--- config.mk ---
export PLATFORM = sky130hd
export DESIGN_NAME = mmd_queue
export DESIGN_NICKNAME = d
export VERILOG_FILES = /design/src/hdl/mmd_pkg.sv /design/src/hdl/mmd_queue.sv
export SDC_FILE = /design/constraint.sdc
export NUM_CORES = 1
export LEC_CHECK = 0
export BUFFER_PORTS_ARGS = -buffer_cell sky130_fd_sc_hd__clkbuf_2
export CAP_MARGIN = 10
export CORE_AREA = 4 4 321 323
export DETAILED_ROUTE_END_ITERATION = 10
export DIE_AREA = 0 0 325 327
export PLACE_DENSITY = 0.62
export SYNTH_ARGS = -nofsm -noshare
export SYNTH_HDL_FRONTEND = slang
export SYNTH_SLANG_ARGS = --single-unit
--- constraint.sdc ---
create_clock -name i_clk -period 20.2 [get_ports i_clk]
set_input_delay 1.01 -clock i_clk [delete_from_list [all_inputs] [get_ports i_clk]]
set_output_delay 1.01 -clock i_clk [all_outputs]
set_load 0.02 [all_outputs]
--- src/hdl/mmd_pkg.sv ---
package mmd_pkg;

    localparam int unsigned COUNT_W         = 11;
    localparam int unsigned MODE_W          = 2;
    localparam int unsigned KV_W            = 32;
    localparam int unsigned SUM_W           = 64;
    localparam int unsigned DEN_W           = 2 * COUNT_W;
    localparam int unsigned STAT_W          = 48;
    localparam int unsigned CFG_IDX_W       = 2;
    localparam int unsigned QUEUE_DEPTH     = 2;
    localparam int unsigned MAX_SAMPLES_DEF = 1024;

    localparam logic [CFG_IDX_W-1:0] REG_FIRST_COUNT    = 2'd0;
    localparam logic [CFG_IDX_W-1:0] REG_SECOND_COUNT   = 2'd1;
    localparam logic [CFG_IDX_W-1:0] REG_STATISTIC_MODE = 2'd2;

    localparam logic [MODE_W-1:0] MODE_BIASED     = 2'd0;
    localparam logic [MODE_W-1:0] MODE_UNBIASED   = 2'd1;
    localparam logic [MODE_W-1:0] MODE_INCOMPLETE = 2'd2;

    localparam logic [COUNT_W-1:0] COUNT_RESET = 11'd2;

    typedef struct packed {
        logic [SUM_W-1:0] first_block;
        logic [SUM_W-1:0] second_block;
        logic [SUM_W-1:0] cross_block;
        logic [SUM_W-1:0] first_diag;
        logic [SUM_W-1:0] second_diag;
        logic [SUM_W-1:0] cross_diag;
    } t_sums;

    // One finished set, as handed from the accumulators to the normalizer.
    typedef struct packed {
        t_sums              sums;
        logic [COUNT_W-1:0] nx;
        logic [COUNT_W-1:0] ny;
        logic [MODE_W-1:0]  mode;
    } t_set;

    typedef struct packed {
        logic                    start;
        logic signed [SUM_W-1:0] numer;
        logic [DEN_W-1:0]        denom;
    } t_div_req;

    typedef struct packed {
        logic                    done;
        logic signed [SUM_W-1:0] quot;
    } t_div_rsp;

    function automatic logic [COUNT_W-1:0] clamp_count(input logic [COUNT_W-1:0] c,
                                                      input int unsigned max_samples);
        logic [COUNT_W-1:0] result;
        if (c < COUNT_RESET) begin
            result = COUNT_RESET;
        end else if (32'(c) > max_samples) begin
            result = COUNT_W'(max_samples);
        end else begin
            result = c;
        end
        return result;
    endfunction

endpackage

--- src/hdl/mmd_queue.sv ---
module mmd_queue (
    input  logic          i_clk,
    input  logic          i_rst_n,
    input  logic          i_push,
    input  mmd_pkg::t_set i_wr_data,
    input  logic          i_pop,
    output mmd_pkg::t_set o_rd_data,
    output logic          o_empty
);

    localparam int unsigned PTR_W = (mmd_pkg::QUEUE_DEPTH > 1) ?
                                    $clog2(mmd_pkg::QUEUE_DEPTH) : 1;
    localparam int unsigned CNT_W = $clog2(mmd_pkg::QUEUE_DEPTH + 1);

    mmd_pkg::t_set    r_mem [mmd_pkg::QUEUE_DEPTH];
    logic [PTR_W-1:0] r_wr_ptr;
    logic [PTR_W-1:0] r_rd_ptr;
    logic [CNT_W-1:0] r_count;

    assign o_empty   = (r_count == '0);
    assign o_rd_data = r_mem[r_rd_ptr];

    always_ff @(posedge i_clk) begin
        if (!i_rst_n) begin
            r_wr_ptr <= '0;
            r_rd_ptr <= '0;
            r_count  <= '0;
        end else begin
            if (i_push) begin
                r_wr_ptr <= (r_wr_ptr == PTR_W'(mmd_pkg::QUEUE_DEPTH - 1)) ?
                            '0 : r_wr_ptr + 1'b1;
            end
            if (i_pop) begin
                r_rd_ptr <= (r_rd_ptr == PTR_W'(mmd_pkg::QUEUE_DEPTH - 1)) ?
                            '0 : r_rd_ptr + 1'b1;
            end
            if (i_push && !i_pop) begin
                r_count <= r_count + 1'b1;
            end else if (i_pop && !i_push) begin
                r_count <= r_count - 1'b1;
            end
        end
    end

    always_ff @(posedge i_clk) begin
        if (i_push) begin
            r_mem[r_wr_ptr] <= i_wr_data;
        end
    end

endmodule

## After elaboration in Yosys (flattened, before gate mapping)

Memories as Yosys holds them, arrays and structs flattened. A register that Yosys moved wholly into a read port is not among the register bits.
Cells that the tools add are included.

| word-level totals | value |
|---|---|
| register bits after elaboration | 4 |
| bits in latches | 0 |
| memories | 1 |
| memory bits (writable) | 816 |
| bits in read-only memories | 0 |
| word-level logic and storage cells | 22 |

Memory list:

| memory | words | bits a word | rd ports | clocked after Yosys merged registers in | wr ports | line | text |
|---|---|---|---|---|---|---|---|
| r_mem | 2 | 408 | 1 | 1 | 1 | mmd_queue.sv:15 | `mmd_pkg::t_set r_mem [mmd_pkg::QUEUE_DEPTH];` |

| operators by class | value |
|---|---|
| multipliers | 0 |
| multiplexer cells | 8 |
| divide/modulo/power cells | 0 |
| add/sub/neg operators | 4 |
| bitwise gates (word level) | 0 |
| magnitude comparators | 0 |
| equality and inequality tests | 0 |
| reduce and logical (&&, ||, !) cells | 6 |
| shifts and indexed selects | 0 |

Operator list:

| kind | number |
|---|---|
| $mux 1 | 6 |
| $mux 2 | 2 |
| $add 1x1->1 const B | 2 |
| $add 2x1->2 const B | 1 |
| $logic_and 1x1->1 | 2 |
| $logic_not 1->1 | 2 |
| $logic_not 2->1 | 1 |
| $reduce_bool 2->1 | 1 |
| $sub 2x1->2 const B | 1 |

## Depth between registers and ports, before layout

| logic depth | value |
|---|---|
| word-level depth | 4 |
| depth in mapped cells | 5 |
| mapped depth without buffers | 5 |

## Least setup slack after synthesis

Ideal clock, no wire load.

| path | value |
|---|---|
| path type | input port to flip-flop |
| from | input port i_push |
| to | register r_wr_ptr |
| arrival | 19.790 ns |
| slack | 0.268 ns |
| setup time | 0.142 ns |
| stages | 2 |
| cell sequence | nor2b_1 -> o21a_1 |

RTL lines:

| item | line | text |
|---|---|---|
| from (decl) | mmd_queue.sv:4 | `input logic i_push,` |
| to (signal assigned) | mmd_queue.sv:30 | `r_wr_ptr <= (r_wr_ptr == PTR_W'(mmd_pkg::QUEUE_DEPTH - 1)) ?` |
| to (decl) | mmd_queue.sv:16 | `logic [PTR_W-1:0] r_wr_ptr;` |

==> reports/results.tsv <==
stage	metric	value	unit
run_status	status	finished, final reports clean	
finish	post-layout util	38.0	%
sta	setup_tns	0	ns
routing	DR vias/cell	4.36	
global_route	first-pass GRT wire length	103000	um
synthesis	adder-cell share of the synthesized area	0.0422	%
sta	Slew Limit Fails	0	
placed_design	RePlAce Congestion	0.822	
routing	drt total wl	70300	um
hold_path	HP Class	reg2reg	
synthesis	mean post-synth cell area	23.0	sq um
hold_path	Hold Path Depth	2	
cts	Sink Count	821	
sta	Final min period	5.00	ns
routing	drt wl/cell	19.9	um
sta	worst clock skew	0.0174	ns
sta	Slew @ Worst Pin	1.16	ns
sta	RSZ-0062 raised after global routing	no	
sta	Highest Clock Rate	0.200	GHz
cts	Worst-Skew Late Latency	0.65	ns
floorplan	area of the core	99900	sq um
synthesis	XOR/XNOR Fraction of Synth Area	0.0885	%
floorplan	Die Y	327	um
cts	clock-pin slew on the worst setup and hold paths	0.06	ns
synthesis	mapped cell area	29700	sq um
synthesis	Synth cell types	18	
cts	post-CTS resize count	0	
synthesis	Yosys warnings	0	
sta	final count of hold timing violations	0	
synthesis	compound-gate portion of the synthesized area	0.0675	%
synthesis	post-synthesis sequential area ratio	82.9	%
routing	vias	15400	
power	Leak	0.0141	uW
critical_path	crit path launch type	flip-flop	
flow_run	max-cap check violation count	0	
cts	maximum buffer depth of the clock tree	3	
synthesis	Post-Syn Instances	1290	
cts	hold-fix buffers at CTS	0	
placed_design	HPWL Detailed	50200	um
placed_design	PortBufs	820	
routing	Antenna Nets Post-Route	0	
critical_path	flop2flop setup slack	15.84	ns
sta	final count of negative-setup-slack endpoints	0	
critical_path	reg2reg end	r_mem[1][218]	
global_route	gr ovfl total	0	
power	PD cells	104	nW/um^2
cts	H-Tree Level Count	3	
global_route	antenna violations before repair	20	
synthesis	largest family of logic cells by synthesized area	multiplexers	
finish	Filler cells	9215	
synthesis	Simple-Gate Fraction of Synth Area	0.160	%
hold_path	hold endpoint	r_count[1]	
critical_path	Crit Reg-Reg Startpoint	r_wr_ptr	
routing	Iter 0 DRT Violations	936	
floorplan	die area	106000	sq um
sta	Tcrit/Tclk final	24.8	%
critical_path	crit path DAT	3.99	ns
global_route	GRT Resource Usage Total	12.7	%
cts	total CTS buffers	84	
synthesis	#FFs+latches synth	821	
finish	share of post-route cells with drive strength above 1	51.9	%
finish	Final nets	2579	
routing	Residual DRC	0	
sta	Slew HR	22.8	%
critical_path	CP Class	reg2out	
floorplan	starting density of the core	29.7	%
critical_path	Reg2Reg Depth	4	
global_route	largest net degree at the start of global routing	166	
power	Max rail drop VDD	0.0000786	V
synthesis	Synthesized Nets	1703	
finish	Area Overhead vs Synth	27.8	%
critical_path	worst-path fanout max	165	
hold_path	Hold Startpoint	r_count[1]	
cts	CTS tree	yes	
critical_path	crit path capture type	output port	
floorplan	Die Width	325	um
cts	postcts setup bufs	0	
floorplan	I/O pins	821	
floorplan	num rows	116	
critical_path	Worst Path Required	19.19	ns
global_route	vias in the first global route	16700	
cts	Root Buffer	clkbuf_16	
routing	First-pass DRT Iterations	5	
synthesis	multiplexer share of the synthesized area	15.5	%
kinds of logic (layout without fill, tap and decap cells):
kind of cell	count (synthesis)	after routing
adders and majority gates	1	1
muxes	408	408
AOI/OAI and AO/OA	3	3
DFF	821	821
buffers and inverters	46	988
other	0	2
xor gates and xnor gates	3	3
and+or+nand+nor	8	8
report_power, final:
part | switching [uW] | internal, uW
combinational | 282 | 159
clock | 629 | 894
sequential | 20.5 | 1970
registers in the layout, summed over array words and instances, names as in the netlist, named ones only:
register	cells
r_mem	816
r_wr_ptr	1
r_count	2
r_rd_ptr	1
worst max path at each step:
| stage | from | end | slack, ns | depth (start not counted) |
|---|---|---|---|---|
| 2_1_floorplan | i_push | r_wr_ptr | 0.27 | 2 |
| 3_3_place_gp | i_push | r_mem[1][217] | 15.19 | 5 |
| 3_5_place_dp | i_push | r_mem[1][313] | 15.03 | 5 |
| 4_1_cts | flip-flop | o_rd_data[225] | 15.21 | 4 |
| 5_1_grt | flip-flop | o_rd_data[225] | 15.01 | 4 |
| 6_report | flip-flop | o_rd_data[225] | 15.20 | 4 |
worst max-delay path: stages, from the launching register on:
cell	delay (ns)
dfxtp_4	0.69
buf_12	0.56
buf_4	0.94
mux2_1	0.45
clkbuf_2	0.19
cell type report:
cell class,instances,area (sq um),share of cell area (%)
flip-flops and latches,821,24600,64.9
diodes,2,5.00,0.0132
inverters,1,3.75,0.00990
clock buffers,105,2200,5.81
clock inverters,47,537,1.42
well taps,1298,1620,4.28
repair buffers,835,4230,11.2
multi-input cells,423,4710,12.4
metal layers:
| layer | GRT usage, % | routed length, um | share of wire, % | vias up |
|---|---|---|---|---|
| li1 | - | - | - | 6924 |
| met1 | 14.1 | 25800 | 37 | 7652 |
| met2 | 21.8 | 35300 | 50 | 664 |
| met3 | 5.05 | 6760 | 9.6 | 145 |
| met4 | 5.21 | 2270 | 3.2 | 20 |
| met5 | 0 | 123 | 0.17 | - |
cell usage in the layout (no fill, tap or decap), types with 8 or more instances in the layout:
master	instances
buf_4	14
bufinv_16	9
clkbuf_1	20
clkbuf_16	85
clkbuf_2	820
clkinv_1	19
clkinv_2	8
edfxtp_1	816
mux2_1	200
mux2_2	208
through the flow:
stage	std cells	total power, uW	hold WS, ns	area (sq um)	worst slack [ns]
floorplan	1290	2340	0.464	29700	0.268
global placement	3378	2460	0.476	35200	15.19
detailed placement	3378	2480	0.502	35200	15.03
CTS	3530	4020	0.456	37900	15.21
global route	3532	4120	0.490	37900	15.01
finish	3532	3960	0.509	37900	15.20
cells in the mapped netlist:
master,number,area (sq um)
xor2_1,2,17.5
mux2_1,200,2250
a21boi_0,1,7.51
inv_1,1,3.75
o21a_1,1,7.51
mux2_2,208,2340
buf_6,22,248
dfxtp_1,5,100
ha_1,1,12.5
edfxtp_1,816,24500
o21ai_0,1,5.00
xnor2_1,1,8.76
or3_1,1,6.26
nor2_1,1,3.75
and2_1,4,25.0
buf_2,21,105
buf_4,2,15.0
nor2b_1,2,12.5
Note: power is estimated with default switching activity, not from simulation.
