<file path="src/hdl/mmd_pkg.sv">
package mmd_pkg;

    localparam int unsigned COUNT_W         = 11;
    localparam int unsigned MODE_W          = 2;
    localparam int unsigned KV_W            = 32;
    localparam int unsigned SUM_W           = 64;
    localparam int unsigned DEN_W           = 2 * COUNT_W;
    localparam int unsigned STAT_W          = 48;
    localparam int unsigned CFG_IDX_W       = 2;
    localparam int unsigned QUEUE_DEPTH     = 2;
    localparam int unsigned MAX_SAMPLES_DEF = 1024;

    localparam logic [CFG_IDX_W-1:0] REG_FIRST_COUNT    = 2'd0;
    localparam logic [CFG_IDX_W-1:0] REG_SECOND_COUNT   = 2'd1;
    localparam logic [CFG_IDX_W-1:0] REG_STATISTIC_MODE = 2'd2;

    localparam logic [MODE_W-1:0] MODE_BIASED     = 2'd0;
    localparam logic [MODE_W-1:0] MODE_UNBIASED   = 2'd1;
    localparam logic [MODE_W-1:0] MODE_INCOMPLETE = 2'd2;

    localparam logic [COUNT_W-1:0] COUNT_RESET = 11'd2;

    typedef struct packed {
        logic [SUM_W-1:0] first_block;
        logic [SUM_W-1:0] second_block;
        logic [SUM_W-1:0] cross_block;
        logic [SUM_W-1:0] first_diag;
        logic [SUM_W-1:0] second_diag;
        logic [SUM_W-1:0] cross_diag;
    } t_sums;

    // One finished set, as handed from the accumulators to the normalizer.
    typedef struct packed {
        t_sums              sums;
        logic [COUNT_W-1:0] nx;
        logic [COUNT_W-1:0] ny;
        logic [MODE_W-1:0]  mode;
    } t_set;

    typedef struct packed {
        logic                    start;
        logic signed [SUM_W-1:0] numer;
        logic [DEN_W-1:0]        denom;
    } t_div_req;

    typedef struct packed {
        logic                    done;
        logic signed [SUM_W-1:0] quot;
    } t_div_rsp;

    function automatic logic [COUNT_W-1:0] clamp_count(input logic [COUNT_W-1:0] c,
                                                      input int unsigned max_samples);
        logic [COUNT_W-1:0] result;
        if (c < COUNT_RESET) begin
            result = COUNT_RESET;
        end else if (32'(c) > max_samples) begin
            result = COUNT_W'(max_samples);
        end else begin
            result = c;
        end
        return result;
    endfunction

endpackage

</file>
<file path="src/hdl/mmd_front.sv">
module mmd_front #(
    parameter int unsigned MAX_SAMPLES = mmd_pkg::MAX_SAMPLES_DEF
) (
    input  logic                             i_clk,
    input  logic                             i_rst_n,
    input  logic                             i_start,
    output logic                             o_busy,
    input  logic signed [mmd_pkg::KV_W-1:0]  i_kernel_value,
    input  logic [mmd_pkg::COUNT_W-1:0]      i_row_position,
    input  logic [mmd_pkg::COUNT_W-1:0]      i_col_position,
    input  logic                             i_final_entry,
    input  logic [mmd_pkg::COUNT_W-1:0]      i_first_count,
    input  logic [mmd_pkg::COUNT_W-1:0]      i_second_count,
    input  logic [mmd_pkg::MODE_W-1:0]       i_mode,
    output logic                             o_push,
    output mmd_pkg::t_set                    o_set,
    input  logic                             i_pop
);

    localparam int unsigned CREDIT_W = $clog2(mmd_pkg::QUEUE_DEPTH + 1);

    logic [mmd_pkg::COUNT_W-1:0] nx;
    logic [mmd_pkg::COUNT_W-1:0] ny;
    logic                        accept;
    logic                        in_first;
    logic                        in_second;
    logic                        in_cross;
    logic                        on_diag;
    logic                        on_cross_diag;

    logic                             r_in_valid;
    logic                             r_sel_first;
    logic                             r_sel_second;
    logic                             r_sel_cross;
    logic                             r_diag;
    logic                             r_cross_diag;
    logic                             r_final;
    logic signed [mmd_pkg::KV_W-1:0]  r_kv;
    logic [mmd_pkg::COUNT_W-1:0]      r_nx;
    logic [mmd_pkg::COUNT_W-1:0]      r_ny;
    logic [mmd_pkg::MODE_W-1:0]       r_mode;
    mmd_pkg::t_sums                   r_sums;
    mmd_pkg::t_sums                   n_sums;
    logic [CREDIT_W-1:0]              r_credit;
    logic [CREDIT_W-1:0]              n_credit;
    logic [mmd_pkg::SUM_W-1:0]        kv_ext;

    assign nx = mmd_pkg::clamp_count(i_first_count, MAX_SAMPLES);
    assign ny = mmd_pkg::clamp_count(i_second_count, MAX_SAMPLES);

    // A credit is held for every final entry until the back end takes its set,
    // so the queue can never overflow.
    assign o_busy = (r_credit == CREDIT_W'(mmd_pkg::QUEUE_DEPTH));
    assign accept = i_start && !o_busy;

    assign in_first  = (i_row_position < nx) && (i_col_position < nx) &&
                       (i_row_position <= i_col_position);
    assign in_second = (i_row_position >= nx) && (i_col_position >= nx) &&
                       (i_row_position <= i_col_position);
    assign in_cross  = (i_row_position >= nx) && (i_col_position < nx);
    assign on_diag       = (i_row_position == i_col_position);
    assign on_cross_diag = ((i_row_position - nx) == i_col_position);

    assign kv_ext = {{(mmd_pkg::SUM_W - mmd_pkg::KV_W){r_kv[mmd_pkg::KV_W-1]}}, r_kv};

    always_comb begin
        n_sums = r_sums;
        if (r_in_valid && r_sel_first) begin
            n_sums.first_block = r_sums.first_block + kv_ext;
            if (r_diag) begin
                n_sums.first_diag = r_sums.first_diag + kv_ext;
            end
        end
        if (r_in_valid && r_sel_second) begin
            n_sums.second_block = r_sums.second_block + kv_ext;
            if (r_diag) begin
                n_sums.second_diag = r_sums.second_diag + kv_ext;
            end
        end
        if (r_in_valid && r_sel_cross) begin
            n_sums.cross_block = r_sums.cross_block + kv_ext;
            if (r_cross_diag) begin
                n_sums.cross_diag = r_sums.cross_diag + kv_ext;
            end
        end
    end

    always_comb begin
        n_credit = r_credit;
        if (accept && i_final_entry && !i_pop) begin
            n_credit = r_credit + 1'b1;
        end else if (i_pop && !(accept && i_final_entry)) begin
            n_credit = r_credit - 1'b1;
        end
    end

    assign o_push     = r_in_valid && r_final;
    assign o_set.sums = n_sums;
    assign o_set.nx   = r_nx;
    assign o_set.ny   = r_ny;
    assign o_set.mode = r_mode;

    always_ff @(posedge i_clk) begin
        if (!i_rst_n) begin
            r_in_valid <= 1'b0;
            r_credit   <= '0;
            r_sums     <= '0;
        end else begin
            r_in_valid <= accept;
            r_credit   <= n_credit;
            if (o_push) begin
                r_sums <= '0;
            end else begin
                r_sums <= n_sums;
            end
        end
    end

    always_ff @(posedge i_clk) begin
        if (accept) begin
            r_sel_first  <= in_first;
            r_sel_second <= in_second;
            r_sel_cross  <= in_cross;
            r_diag       <= on_diag;
            r_cross_diag <= on_cross_diag;
            r_final      <= i_final_entry;
            r_kv         <= i_kernel_value;
            r_nx         <= nx;
            r_ny         <= ny;
            r_mode       <= i_mode;
        end
    end

endmodule

</file>
<file path="config.mk">
export PLATFORM = sky130hd
export DESIGN_NAME = mmd_front
export DESIGN_NICKNAME = d
export VERILOG_FILES = /design/src/hdl/mmd_pkg.sv /design/src/hdl/mmd_front.sv
export SDC_FILE = /design/constraint.sdc
export NUM_CORES = 2
export LEC_CHECK = 0
export BUFFER_PORTS_ARGS = -buffer_cell sky130_fd_sc_hd__buf_2
export CAP_MARGIN = 20
export CORE_MARGIN = 10
export CORE_UTILIZATION = 55
export CTS_CLUSTER_SIZE = 14
export DETAILED_ROUTE_END_ITERATION = 16
export HOLD_SLACK_MARGIN = 0.06
export PLACE_DENSITY_LB_ADDON = 0.12
export SETUP_SLACK_MARGIN = 0.15
export SLEW_MARGIN = 10
export SYNTH_ARGS = -nofsm -noshare
export SYNTH_HDL_FRONTEND = slang
export SYNTH_SLANG_ARGS = --single-unit
</file>
<file path="constraint.sdc">
create_clock -name i_clk -period 7.5 [get_ports i_clk]
set_input_delay 0.375 -clock i_clk [delete_from_list [all_inputs] [get_ports i_clk]]
set_output_delay 0.375 -clock i_clk [all_outputs]
set_load 0.01 [all_outputs]
</file>
**After elaboration in Yosys (flattened, before gate mapping)**

Cells that the tools add are included.
Widths: inputs -> output; s select.

- Add/sub/neg operators: 9
- Multiply operators: 0
- Divide/modulo/power cells: 0
- Order comparisons: 9
- Equal/unequal tests: 3
- Shift operators: 0
- Mux-type cells: 14
- Bitwise operators: 1
- Reductions and logical operators: 19

Operators by type and width:

| operator | count |
|---|---|
| $mux 64 | 9 |
| $add 64x64->64 | 6 |
| $mux 11 | 3 |
| $eq 11x11->1 | 2 |
| $ge 11x11->1 | 2 |
| $gt 11x11->1 const B | 2 |
| $lt 11x11->1 | 2 |
| $lt 11x2->1 const B | 2 |
| $logic_and 1x1->1 | 13 |
| $le 11x11->1 | 1 |
| $sub 11x11->11 | 1 |
| $mux 2 | 2 |
| $reduce_or 2->1 | 2 |
| $logic_not 1->1 | 3 |
| $add 2x1->2 const B | 1 |
| $eq 2x2->1 const B | 1 |
| $reduce_bool 2->1 | 1 |
| $sub 2x1->2 const B | 1 |
| $not 1->1 | 1 |

- Flip-flop bits (word level): 449
- Latch bits: 0
- Memory bits (writable): 0
- Bits in read-only memories: 0
- Logic and storage cells: 74
- Memories: 0

**Depth between registers and ports, before layout**

- Depth in word-level cells: 8
- Mapped depth: 13
- Mapped depth without buffers: 13

**Worst setup path before layout**

Ideal clock, no wire load.

- Path kind: reg-to-output
- Start point: reg r_kv[31] (netlist name)
- End point: out o_set[215] (netlist name)
- Arrival time: 7.267 ns
- Required time: 7.125 ns
- Setup slack: -0.142 ns
- Stages on the path, launching flop included: 12
- Path buffers: 0
- Cells stage by stage: edfxtp_1 -> ha_1 -> nand2_2 -> or3_1 -> or4_4 -> o21ba_1 -> o211ai_2 -> a31oi_4 -> or4b_4 -> a211o_1 -> nand2_1 -> xor2_1

RTL lines:

| what | RTL line | text |
|---|---|---|
| from (decl) | mmd_front.sv:38 | `logic signed [mmd_pkg::KV_W-1:0] r_kv;` |
| from (signal assigned) | mmd_front.sv:127 | `r_kv <= i_kernel_value;` |
| to (decl) | mmd_front.sv:16 | `output mmd_pkg::t_set o_set,` |

==> metrics.cfg <==
[run_status]
outcome=completed

[placed_design]
gp_congestion=0.978
dp.cells=6794
preCtsSetupSlack_ns=2.55
io_buffers=492
dp_hpwl_microns=110000
placed_area_sq_mm=0.0444

[die]
die_h_microns=294
die-area_sq_mm=0.0867
start_util_pct=55.6
die_width_microns=294
ioPinCount=493
coreArea_sq_mm=0.0746
placementRows=100

[global_route]
grt_max_degree=170
grt_antenna_before_repair=6
grt_pass1_vias=40392
grt_usage_pct=32.2
grt_pass1_wl_microns=224000
grt_remaining_overflow=0

[clock_tree]
h-tree-depth=2
hold_buffers=49
clkTransAtPathRegs_ns=0.06
postCtsSetupRepairBufs=0
cts_resized=0
clkSinkCount=449
cts_tree=done
clk_latency_ns=0.65
cts_buffers=57
cts-root-buf=clkbuf_16
clock_path_buffers=3

[setup_path]
cp-start-kind=flip-flop
cp-end-kind=output pin
crit_arrival_ns=5.37
crit_fanout=7
critPathRequiredTime_ns=7.12
critical_path_class=flip-flop to output pin

[logic_synthesis]
synth_area_sq_mm=0.0414
yosysUniqueCellTypes=90
yosys_warnings=0
avgSynthCellArea_sq_um=7.43
synth_edf_count=62
ys_seq_area_share_pct=23.2
synth_nets=6080
synth-seq-cells=449
async_reset_ff_share_pct=0
synth_ff_type=dfxtp_1
syn_inst=5579

[sta]
setup_viol=0
hold_viol=0
final.setup.tns_ns=0
min_period_over_period_pct=76.7
fin_ws_ns=1.75
clock_skew_ns=0.0162
whs_ns=0.111
slew_headroom_pct=26.9
worst_pin_slew_ns=1.10
rsz0062_at_grt=no
drv_slew=0
fin_crit_ns=5.75
max_freq_mhz=174

[cells_and_area]
area_delta_synth_final_pct=13.1
finalNetCount=6434
final_common_cell=nand2_1
final_cell_mix=898 x nand2_1, 644 x a21oi_1, 492 x buf_2
drive_gt1_share_pct=12.8
final_cells=6956
final_util_pct=62.8
fin_area_sq_mm=0.0468

[detailed_routing]
drtPass1Iterations=6
wl_microns=147000
wl_per_cell_microns=21.1
drc=0
via_per_inst=6.15
initialDrtViolationCount=3583
antenna_left=0
vias=42794

[power]
p_leak_nw=22.6
p_per_area_mw_per_mm2=170
vdd_ir_drop_max_v=0.000185
p_total_mw=7.97

[job]
cap_violations=0

[worst_hold_path]
hp-class=input port to flip-flop

==> flip-flops by register name, summed over array words and instances, names as in the netlist, 2 cells and up <==
register / cells
r_credit: 2
r_kv: 32
r_mode: 2
r_nx: 11
r_ny: 11
r_sums: 384
==> cell usage after synthesis, drive strengths merged (86+ instances only) <==
cell	count	area (sq um)
a21o	220	1650
a21oi	644	3220
and2	223	1400
clkbuf	257	965
dfxtp	387	7750
ha	412	5150
inv	148	556
nand2	907	3410
nand3	122	611
nand4	115	726
nor2	298	1120
nor3	97	485
o21ai	354	1770
o21bai	105	792
xnor2	211	1850
xor2	86	753
==> worst max-delay path: stages (launching register included) <==
cell and delay, ns:
edfxtp_1 0.60, inv_1 0.51, fa_1 0.31, nor2b_1 0.07
o31ai_1 0.36, a211oi_1 0.19, a21oi_1 0.35, o21ai_0 0.28
a211oi_1 0.69, o21ai_1 0.42, a221oi_1 0.46, mux2i_1 0.27
nand2_1 0.07, buf_2 0.14
==> metal layers <==
metal | vias up | wire (microns) | global-route usage [%]
met5 | - | 39 | 0
met4 | 6 | 8750 | 17.7
met3 | 350 | 11200 | 6.39
met2 | 1509 | 64900 | 51.6
met1 | 19955 | 61900 | 40.1
li1 | 20974 | - | -
==> power breakdown <==
part	leakage, nW	internal (mW)	switching [mW]
Clock	0.948	1.75	1.22
Combinational	17.9	0.832	1.50
Sequential	3.74	2.55	0.108
==> cells by family after synthesis <==
kind of cell / count (synthesis) / synth area share, %
XOR/XNOR: 297 / 6.28
flip-flops: 449 / 23.2
buffers and inverters: 427 / 3.93
multiplexers: 127 / 3.31
AO/OA/AOI/OAI: 1808 / 27.2
AND/OR/NAND/NOR: 2053 / 23.4
adder cells (fa/ha/maj): 418 / 12.7
==> final timing paths <==
kind,end,cells past startpoint,start,slack (ns)
worst min-delay path,r_nx[9],3,i_first_count[9],0.11
worst max register to register,r_sums[120],12,r_kv[1],2.74
worst min register to register,r_sums[222],2,r_sums[222],0.48
worst max-delay path,o_set[144],13,r_kv[1],1.75
==> area by class of cell <==
cell class | count | area (sq um)
diodes | 5 | 12.5
fillers | 6976 | 27700
multi-input cells | 4703 | 30300
clock inverters | 42 | 509
flip-flops and latches | 449 | 9610
well taps | 969 | 1210
repair buffers | 574 | 3230
inverters | 148 | 556
clock buffers | 66 | 1460
Note: power is estimated with default switching activity, not from simulation.
