**config.mk**
```make
export PLATFORM = sky130hd
export DESIGN_NAME = mmd_back
export DESIGN_NICKNAME = d
export VERILOG_FILES = /design/src/hdl/mmd_pkg.sv /design/src/hdl/mmd_back.sv
export SDC_FILE = /design/constraint.sdc
export NUM_CORES = 2
export LEC_CHECK = 0
export BUFFER_PORTS_ARGS = -buffer_cell sky130_fd_sc_hd__buf_2
export CAP_MARGIN = 20
export CORE_MARGIN = 3
export CORE_UTILIZATION = 40
export DETAILED_ROUTE_END_ITERATION = 10
export PLACE_DENSITY = 0.6
export SYNTH_ARGS = -nofsm -noshare
export SYNTH_HDL_FRONTEND = slang
export SYNTH_SLANG_ARGS = --single-unit
```
**constraint.sdc**
```tcl
create_clock -name i_clk -period 98.2 [get_ports i_clk]
set_clock_uncertainty 0.05 [all_clocks]
set_input_delay 14.73 -clock i_clk [delete_from_list [all_inputs] [get_ports i_clk]]
set_output_delay 14.73 -clock i_clk [all_outputs]
set_load 0.05 [all_outputs]
```
**src/hdl/mmd_pkg.sv**
```systemverilog
package mmd_pkg;

    localparam int unsigned COUNT_W         = 11;
    localparam int unsigned MODE_W          = 2;
    localparam int unsigned KV_W            = 32;
    localparam int unsigned SUM_W           = 64;
    localparam int unsigned DEN_W           = 2 * COUNT_W;
    localparam int unsigned STAT_W          = 48;
    localparam int unsigned CFG_IDX_W       = 2;
    localparam int unsigned QUEUE_DEPTH     = 2;
    localparam int unsigned MAX_SAMPLES_DEF = 1024;

    localparam logic [CFG_IDX_W-1:0] REG_FIRST_COUNT    = 2'd0;
    localparam logic [CFG_IDX_W-1:0] REG_SECOND_COUNT   = 2'd1;
    localparam logic [CFG_IDX_W-1:0] REG_STATISTIC_MODE = 2'd2;

    localparam logic [MODE_W-1:0] MODE_BIASED     = 2'd0;
    localparam logic [MODE_W-1:0] MODE_UNBIASED   = 2'd1;
    localparam logic [MODE_W-1:0] MODE_INCOMPLETE = 2'd2;

    localparam logic [COUNT_W-1:0] COUNT_RESET = 11'd2;

    typedef struct packed {
        logic [SUM_W-1:0] first_block;
        logic [SUM_W-1:0] second_block;
        logic [SUM_W-1:0] cross_block;
        logic [SUM_W-1:0] first_diag;
        logic [SUM_W-1:0] second_diag;
        logic [SUM_W-1:0] cross_diag;
    } t_sums;

    // One finished set, as handed from the accumulators to the normalizer.
    typedef struct packed {
        t_sums              sums;
        logic [COUNT_W-1:0] nx;
        logic [COUNT_W-1:0] ny;
        logic [MODE_W-1:0]  mode;
    } t_set;

    typedef struct packed {
        logic                    start;
        logic signed [SUM_W-1:0] numer;
        logic [DEN_W-1:0]        denom;
    } t_div_req;

    typedef struct packed {
        logic                    done;
        logic signed [SUM_W-1:0] quot;
    } t_div_rsp;

    function automatic logic [COUNT_W-1:0] clamp_count(input logic [COUNT_W-1:0] c,
                                                      input int unsigned max_samples);
        logic [COUNT_W-1:0] result;
        if (c < COUNT_RESET) begin
            result = COUNT_RESET;
        end else if (32'(c) > max_samples) begin
            result = COUNT_W'(max_samples);
        end else begin
            result = c;
        end
        return result;
    endfunction

endpackage

```
**src/hdl/mmd_back.sv**
```systemverilog
module mmd_back (
    input  logic                              i_clk,
    input  logic                              i_rst_n,
    input  logic                              i_empty,
    input  mmd_pkg::t_set                     i_set,
    output logic                              o_pop,
    output mmd_pkg::t_div_req                 o_div_req,
    input  mmd_pkg::t_div_rsp                 i_div_rsp,
    output logic                              o_valid,
    output logic signed [mmd_pkg::STAT_W-1:0] o_statistic,
    output logic                              o_saturated
);

    localparam int unsigned W  = mmd_pkg::SUM_W;
    localparam int unsigned DW = mmd_pkg::DEN_W;
    localparam int unsigned CW = mmd_pkg::COUNT_W;
    localparam int unsigned SW = mmd_pkg::STAT_W;

    localparam logic signed [W+1:0] STAT_MAX = (W+2)'((66'sd1 <<< (SW - 1)) - 66'sd1);
    localparam logic signed [W+1:0] STAT_MIN = (W+2)'(-(66'sd1 <<< (SW - 1)));
    localparam logic [SW-1:0]       SAT_POS  = {1'b0, {(SW - 1){1'b1}}};
    localparam logic [SW-1:0]       SAT_NEG  = {1'b1, {(SW - 1){1'b0}}};

    typedef enum logic [3:0] {
        B_IDLE,
        B_PREP,
        B_NUM,
        B_DIV_A,
        B_DIV_B,
        B_DIV_C,
        B_SUM,
        B_DIFF,
        B_SAT
    } t_state;

    t_state                r_state;
    mmd_pkg::t_set         r_set;
    logic [W-1:0]          r_ta;
    logic [W-1:0]          r_tb;
    logic [W-1:0]          r_tc;
    logic [DW-1:0]         r_den_a;
    logic [DW-1:0]         r_den_b;
    logic [DW-1:0]         r_den_c;
    logic [W-1:0]          r_num_a;
    logic [W-1:0]          r_num_b;
    logic [W-1:0]          r_num_c;
    logic                  r_div_start;
    logic signed [W-1:0]   r_qa;
    logic signed [W-1:0]   r_qb;
    logic signed [W-1:0]   r_qc;
    logic signed [W:0]     r_sum;
    logic signed [W+1:0]   r_diff;

    logic                  biased;
    logic                  incomplete;
    logic [CW-1:0]         fa;
    logic [CW-1:0]         fb;
    logic [CW-1:0]         fc;
    logic                  sat_hi;
    logic                  sat_lo;

    assign biased     = (r_set.mode == mmd_pkg::MODE_BIASED);
    assign incomplete = (r_set.mode == mmd_pkg::MODE_INCOMPLETE);

    // Second factor of each denominator; the first is always nx, ny or nx respectively.
    assign fa = biased ? r_set.nx : r_set.nx - 1'b1;
    assign fb = biased ? r_set.ny : r_set.ny - 1'b1;
    assign fc = incomplete ? r_set.nx - 1'b1 : r_set.ny;

    assign sat_hi = (r_diff > STAT_MAX);
    assign sat_lo = (r_diff < STAT_MIN);

    assign o_pop = (r_state == B_IDLE) && !i_empty;

    always_comb begin
        o_div_req.start = r_div_start;
        case (r_state)
            B_DIV_B: begin
                o_div_req.numer = r_num_b;
                o_div_req.denom = r_den_b;
            end
            B_DIV_C: begin
                o_div_req.numer = r_num_c;
                o_div_req.denom = r_den_c;
            end
            default: begin
                o_div_req.numer = r_num_a;
                o_div_req.denom = r_den_a;
            end
        endcase
    end

    always_ff @(posedge i_clk) begin
        if (!i_rst_n) begin
            r_state     <= B_IDLE;
            r_div_start <= 1'b0;
            o_valid     <= 1'b0;
            o_saturated <= 1'b0;
        end else begin
            r_div_start <= (r_state == B_NUM) ||
                           (((r_state == B_DIV_A) || (r_state == B_DIV_B)) &&
                            i_div_rsp.done);
            o_valid     <= (r_state == B_SAT);
            o_saturated <= (r_state == B_SAT) && (sat_hi || sat_lo);
            case (r_state)
                B_IDLE: begin
                    if (!i_empty) begin
                        r_set   <= i_set;
                        r_state <= B_PREP;
                    end
                end
                B_PREP: begin
                    r_ta    <= r_set.sums.first_block - r_set.sums.first_diag;
                    r_tb    <= r_set.sums.second_block - r_set.sums.second_diag;
                    r_tc    <= r_set.sums.cross_block - r_set.sums.cross_diag;
                    r_den_a <= DW'(r_set.nx) * DW'(fa);
                    r_den_b <= DW'(r_set.ny) * DW'(fb);
                    r_den_c <= DW'(r_set.nx) * DW'(fc);
                    r_state <= B_NUM;
                end
                B_NUM: begin
                    r_num_a     <= {r_ta[W-2:0], 1'b0} +
                                   (biased ? r_set.sums.first_diag : '0);
                    r_num_b     <= {r_tb[W-2:0], 1'b0} +
                                   (biased ? r_set.sums.second_diag : '0);
                    r_num_c     <= incomplete ? r_tc : r_set.sums.cross_block;
                    r_state     <= B_DIV_A;
                end
                B_DIV_A: begin
                    if (i_div_rsp.done) begin
                        r_qa        <= i_div_rsp.quot;
                        r_state     <= B_DIV_B;
                    end
                end
                B_DIV_B: begin
                    if (i_div_rsp.done) begin
                        r_qb        <= i_div_rsp.quot;
                        r_state     <= B_DIV_C;
                    end
                end
                B_DIV_C: begin
                    if (i_div_rsp.done) begin
                        r_qc    <= i_div_rsp.quot;
                        r_state <= B_SUM;
                    end
                end
                B_SUM: begin
                    r_sum   <= {r_qa[W-1], r_qa} + {r_qb[W-1], r_qb};
                    r_state <= B_DIFF;
                end
                B_DIFF: begin
                    // Quotients stay within 2^62, so doubling the cross term is exact.
                    r_diff  <= {r_sum[W], r_sum} - {r_qc[W-1], r_qc, 1'b0};
                    r_state <= B_SAT;
                end
                B_SAT: begin
                    if (sat_hi) begin
                        o_statistic <= SAT_POS;
                    end else if (sat_lo) begin
                        o_statistic <= SAT_NEG;
                    end else begin
                        o_statistic <= r_diff[SW-1:0];
                    end
                    r_state <= B_IDLE;
                end
                default: begin
                    r_state <= B_IDLE;
                end
            endcase
        end
    end

endmodule

```
Word-level counts from Yosys, hierarchy flattened
Index checks and enable logic that the tools add are counted.

storage, ports and cells
  flip-flop bits (word level) = 1232
  input port bits = 476
  output and inout bits = 138
  logic and storage cells = 88

operators by class
  $add $sub $neg = 9
  multipliers = 3
  magnitude comparators = 2
  equal/unequal tests = 13
  mux-type cells = 13
  bitwise operators = 1
  reductions and logical operators = 19

operators with widths
  cell                                                                               count
  64-bit 2-to-1 mux                                                                  3
  86-bit one-hot mux with 2 select lines                                             1
  64-bit adder                                                                       2
  63-bit subtractor                                                                  2
  66-bit by 48-bit greater-than comparator with 1-bit output, second input constant  1
  66-bit by 48-bit < comparator with 1-bit output, second input constant             1
  11-bit by 11-bit multiplier with 22-bit output                                     3
  65-bit by 65-bit subtractor with 66-bit output                                     1
  64-bit by 64-bit adder with 65-bit output                                          1
  64-bit subtractor                                                                  1
  48-bit 2-to-1 mux                                                                  1
  11-bit 2-to-1 mux                                                                  3
  4-bit one-hot mux with 8 select lines                                              1
  11-bit by 1-bit subtractor with 11-bit output, second input constant               2
  4-bit by 3-bit equality test with 1-bit output, second input constant              4
  4-bit 2-to-1 mux                                                                   4
  3-bit AND reduction                                                                4
  2-bit AND reduction                                                                5
  4-bit by 2-bit equality test with 1-bit output, second input constant              2
  2-bit inequality test, second input constant                                       4
  4-bit by 1-bit equality test with 1-bit output, second input constant              1
  4-bit equality test, second input constant                                         1
  4-bit zero test                                                                    1
  4-bit AND reduction                                                                1
  6 further kinds                                                                    10

Longest topological paths before layout
  word-level depth = 4
  gate-level depth with buffers = 29
  gate-level depth less buffers = 27

Least setup slack after synthesis
Ideal clock, no wire load.

  path type = input-to-reg
  from = input i_empty
  to = register r_set[0] (netlist bit) (enable)
  library setup time = 2167 ps
  data arrival time = 52902 ps
  required time = 95983 ps
  path slack = 43081 ps
  stages on the path = 1
  path buffers = 0
  cells stage by stage = nor4_1

on the way
  word-level cells in the longest chain between the ends = 2

ends and longest elaborated chain
  what                           line             text
  start: declaration             mmd_back.sv:4    input logic i_empty,
  1-bit NOT (no line)            n/a
  3-bit AND reduction (no line)  n/a
  end signal: assignment         mmd_back.sv:108  r_set <= i_set;
  end: declaration               mmd_back.sv:37   mmd_pkg::t_set r_set;

Every way passes these cells.
A chain may end at the register's enable or synchronous reset.

Worst setup path after layout
  from = input i_empty
  to = output o_pop

on the way
  word-level cells in the longest chain between the ends = 2

ends and longest elaborated chain
  what               line            text
  1-bit zero test    n/a
  1-bit logical AND  mmd_back.sv:73  assign o_pop = (r_state == B_IDLE) && !i_empty;
  end: declaration   mmd_back.sv:6   output logic o_pop,

Every way passes these cells.

==> impl_metrics.env <==
export IMPL_path_clk_slew_ns=0.06
export IMPL_r2r_start="r_set[15]"
export IMPL_critPathArrivalTime_ns=15.70
export IMPL_synthFlopType="edfxtp_1"
export IMPL_fmax_ghz=0.0328
export IMPL_holdBufCountCts=0
export IMPL_drtIter0Drc=4156
export IMPL_pwr_share_comb_pct=29.2
export IMPL_multiInputGateArea_mm2=0.0388
export IMPL_slew_headroom_pct=23.9
export IMPL_track_usage_pct=23.3
export IMPL_port_buffers=611
export IMPL_rows=162
export IMPL_fin_tns_setup_ns=0
export IMPL_yosysSeqAreaShare_pct=46.5
export IMPL_die_x_um=452
export IMPL_synthArstFlopShare_pct=0
export IMPL_clockBufferDepth=3
export IMPL_min_period_ns=30.48
export IMPL_maxCapViolCount=0
export IMPL_worstMarginPinSlew_ns=1.13
export IMPL_path_max_fanout=3
export IMPL_holdCritStartpoint="r_sum[0]"
export IMPL_drt_pass1_iterations=5
export IMPL_area_growth_synth_to_final_pct=13.2
export IMPL_grt_overflow_total=0
export IMPL_cts_root_buf="clkbuf_16"
export IMPL_synth_edff_count=1225
export IMPL_yosysWarnings=0
export IMPL_nets=9331
export IMPL_synth_seq_cells=1232
export IMPL_drive_gt1_share_pct=12.0
export IMPL_setup_violations=0
export IMPL_totalWireLength_um=244000
export IMPL_power_density_mw_per_mm2=18.4
export IMPL_place_ws_ns=67.67
export IMPL_status="finished, final reports clean"
export IMPL_syn_num_nets=8809
export IMPL_synthDistinctLibCells=109
export IMPL_r2r_slack_ns=90.11
export IMPL_clock_latency_ns=0.80
export IMPL_cts_tree="yes"
export IMPL_drtAntennaViolNets=0
export IMPL_vias=58400
export IMPL_start_util_pct=40.5
export IMPL_slew_violations=0
export IMPL_dp_hpwl_um=192000
export IMPL_final_hold_violation_count=0
export IMPL_gp_congestion=0.936
export IMPL_cts_num_sinks=1232
export IMPL_worstSetupPathType="in2out"
export IMPL_grt_pass1_vias=57700
export IMPL_leakage_nw=38.1
export IMPL_netlist_top_cells_area="edfxtp_1, ha_1, fa_1"
export IMPL_setup_ws_ns=67.72
export IMPL_pwr_share_clk_pct=32.2
export IMPL_cts_max_level=4
export IMPL_dieArea_mm2=0.204
export IMPL_netlist_area_mm2=0.0795
export IMPL_nFillCells=18500
export IMPL_seq_area_mm2=0.0369
export IMPL_swShare_pct=32.2
export IMPL_hold_end="r_diff[0]"
export IMPL_share_seq_of_total_power_pct=38.6
export IMPL_synth_avg_cell_area_um2=10.7
export IMPL_reg2reg_depth=23
export IMPL_period_share_pct=31.0
export IMPL_start_kind="input port"
export IMPL_grt_max_degree=130
export IMPL_post_synth_top_count_cell="edfxtp_1"
export IMPL_syn_inst=7461
export IMPL_yosys_area_top_type="edfxtp_1"
export IMPL_placedCellCount=10500
export IMPL_cp_end_kind="output port"
export IMPL_drc_errors=0
export IMPL_ioPinCount=614
export IMPL_synth_top_cell_area_share_pct=46.3
export IMPL_hold_class="reg2reg"
export IMPL_wl_per_cell_um=22.7
export IMPL_internal_power_mw=1.12
export IMPL_synthTopCellsByCount="edfxtp_1, nand2_1, inv_1"
export IMPL_required_ns=83.42
export IMPL_rsz0062_at_grt="no"
export IMPL_grt_pass1_wl_um=360000
export IMPL_antenna_found_initial=48
export IMPL_cts_buffers=144
export IMPL_die_h_um=452
export IMPL_ctsResizeCount=0
export IMPL_power_switching_mw=0.534
export IMPL_via_per_inst=5.44
export IMPL_ir_drop_mv=0.0175
export IMPL_layoutNonFillerInstCount=10700
export IMPL_core_mm2=0.196
export IMPL_r2r_end="r_den_a[18]"
export IMPL_post_cts_buffers=0
export IMPL_min_path_cells=0
## sequential cells by signal, indices dropped and copies added, names as in the netlist, 4 cells and up
register / count
r_sum: 65
r_set: 406
r_num_b: 64
r_state: 4
r_diff: 66
r_qc: 64
r_qb: 64
r_num_a: 64
r_den_a: 22
r_qa: 64
r_tc: 64
r_tb: 63
r_den_c: 22
r_ta: 63
o_statistic: 48
r_num_c: 64
r_den_b: 22
## how the worst max path moves through the flow
stage	from	end	slack, ns	cells past startpoint
floorplan	i_empty	r_set[0]	43.08	1
global placement	i_empty	o_pop	67.67	3
detailed placement	i_empty	o_pop	67.67	3
CTS	i_empty	o_pop	67.66	3
global route	i_empty	o_pop	67.69	3
finish	i_empty	o_pop	67.72	3
## cell type report
class | count | share of cell area [%]
Antenna cell | 21 | 0.0584
Clock buffer | 169 | 4.20
Clock inverter | 89 | 1.01
Inverter | 720 | 3.00
Multi-Input combinational cell | 5209 | 43.1
Sequential cell | 1232 | 41.0
Tap cell | 2624 | 3.65
Timing Repair Buffer | 676 | 3.95
## cell families (layout without fill, tap and decap cells)
| family | Yosys count | after routing | share of synthesized area, % |
|---|---|---|---|
| simple gates | 2138 | 2138 | 12.8 |
| compound gates | 1711 | 1711 | 14.4 |
| flops | 1232 | 1232 | 46.5 |
| buf+inv | 1020 | 1654 | 4.88 |
| fa+ha+maj | 872 | 872 | 16.1 |
| xor+xnor | 483 | 483 | 5.32 |
| mux | 5 | 5 | 0.0677 |
| other cells | 0 | 21 | 0 |
## cell usage in the layout (no fill, tap or decap), types with 81 or more instances in the layout
cell and n:
fa_1 247, and3_1 130, xor2_1 164, edfxtp_1 1225, a221o_1 96, inv_1 720
o21bai_1 96, ha_1 625, nand3_1 110, nor2_1 512, clkbuf_16 148, nor2b_1 87
nand4_1 104, nor3_1 81, nand2_1 733, xnor2_1 319, buf_2 612, a21oi_1 543
a21o_1 260, o21ai_0 251, and2_1 168
## through the flow
stage | hold slack, ns | utilization (%) | cell area (um2) | total power, mW
floorplan | 0.350 | - | 79500 | 1.01
global placement | 0.400 | 43.4 | 85200 | 1.13
detailed placement | 0.399 | 43.4 | 85200 | 1.14
CTS | 0.413 | 45.8 | 89900 | 1.68
global route | 0.429 | 45.8 | 90000 | 1.76
finish | 0.406 | 45.9 | 90000 | 1.66
## routing by layer
metal  up-vias  part of all wire, %  track usage, %
li1      27800                    -               -
met1     28500                   41            29.0
met2      1705                   49            39.8
met3       459                  4.2            2.59
met4         2                  5.9            12.6
met5         -               0.0082               0
## worst max-delay path, cell delays in order
cell and delay [ns]:
buf_2 0.12, nor4b_1 0.48, buf_2 0.37
## power groups by stage
stage          clock (mW)  sequential, mW  combinational, mW
6_report            0.534           0.639              0.485
5_1_grt             0.569           0.641              0.546
4_1_cts             0.547           0.639              0.489
3_5_place_dp            0           0.650              0.485
3_3_place_gp            0           0.650              0.480
2_1_floorplan           0           0.662              0.347
Note: power is estimated with default switching activity, not from simulation.
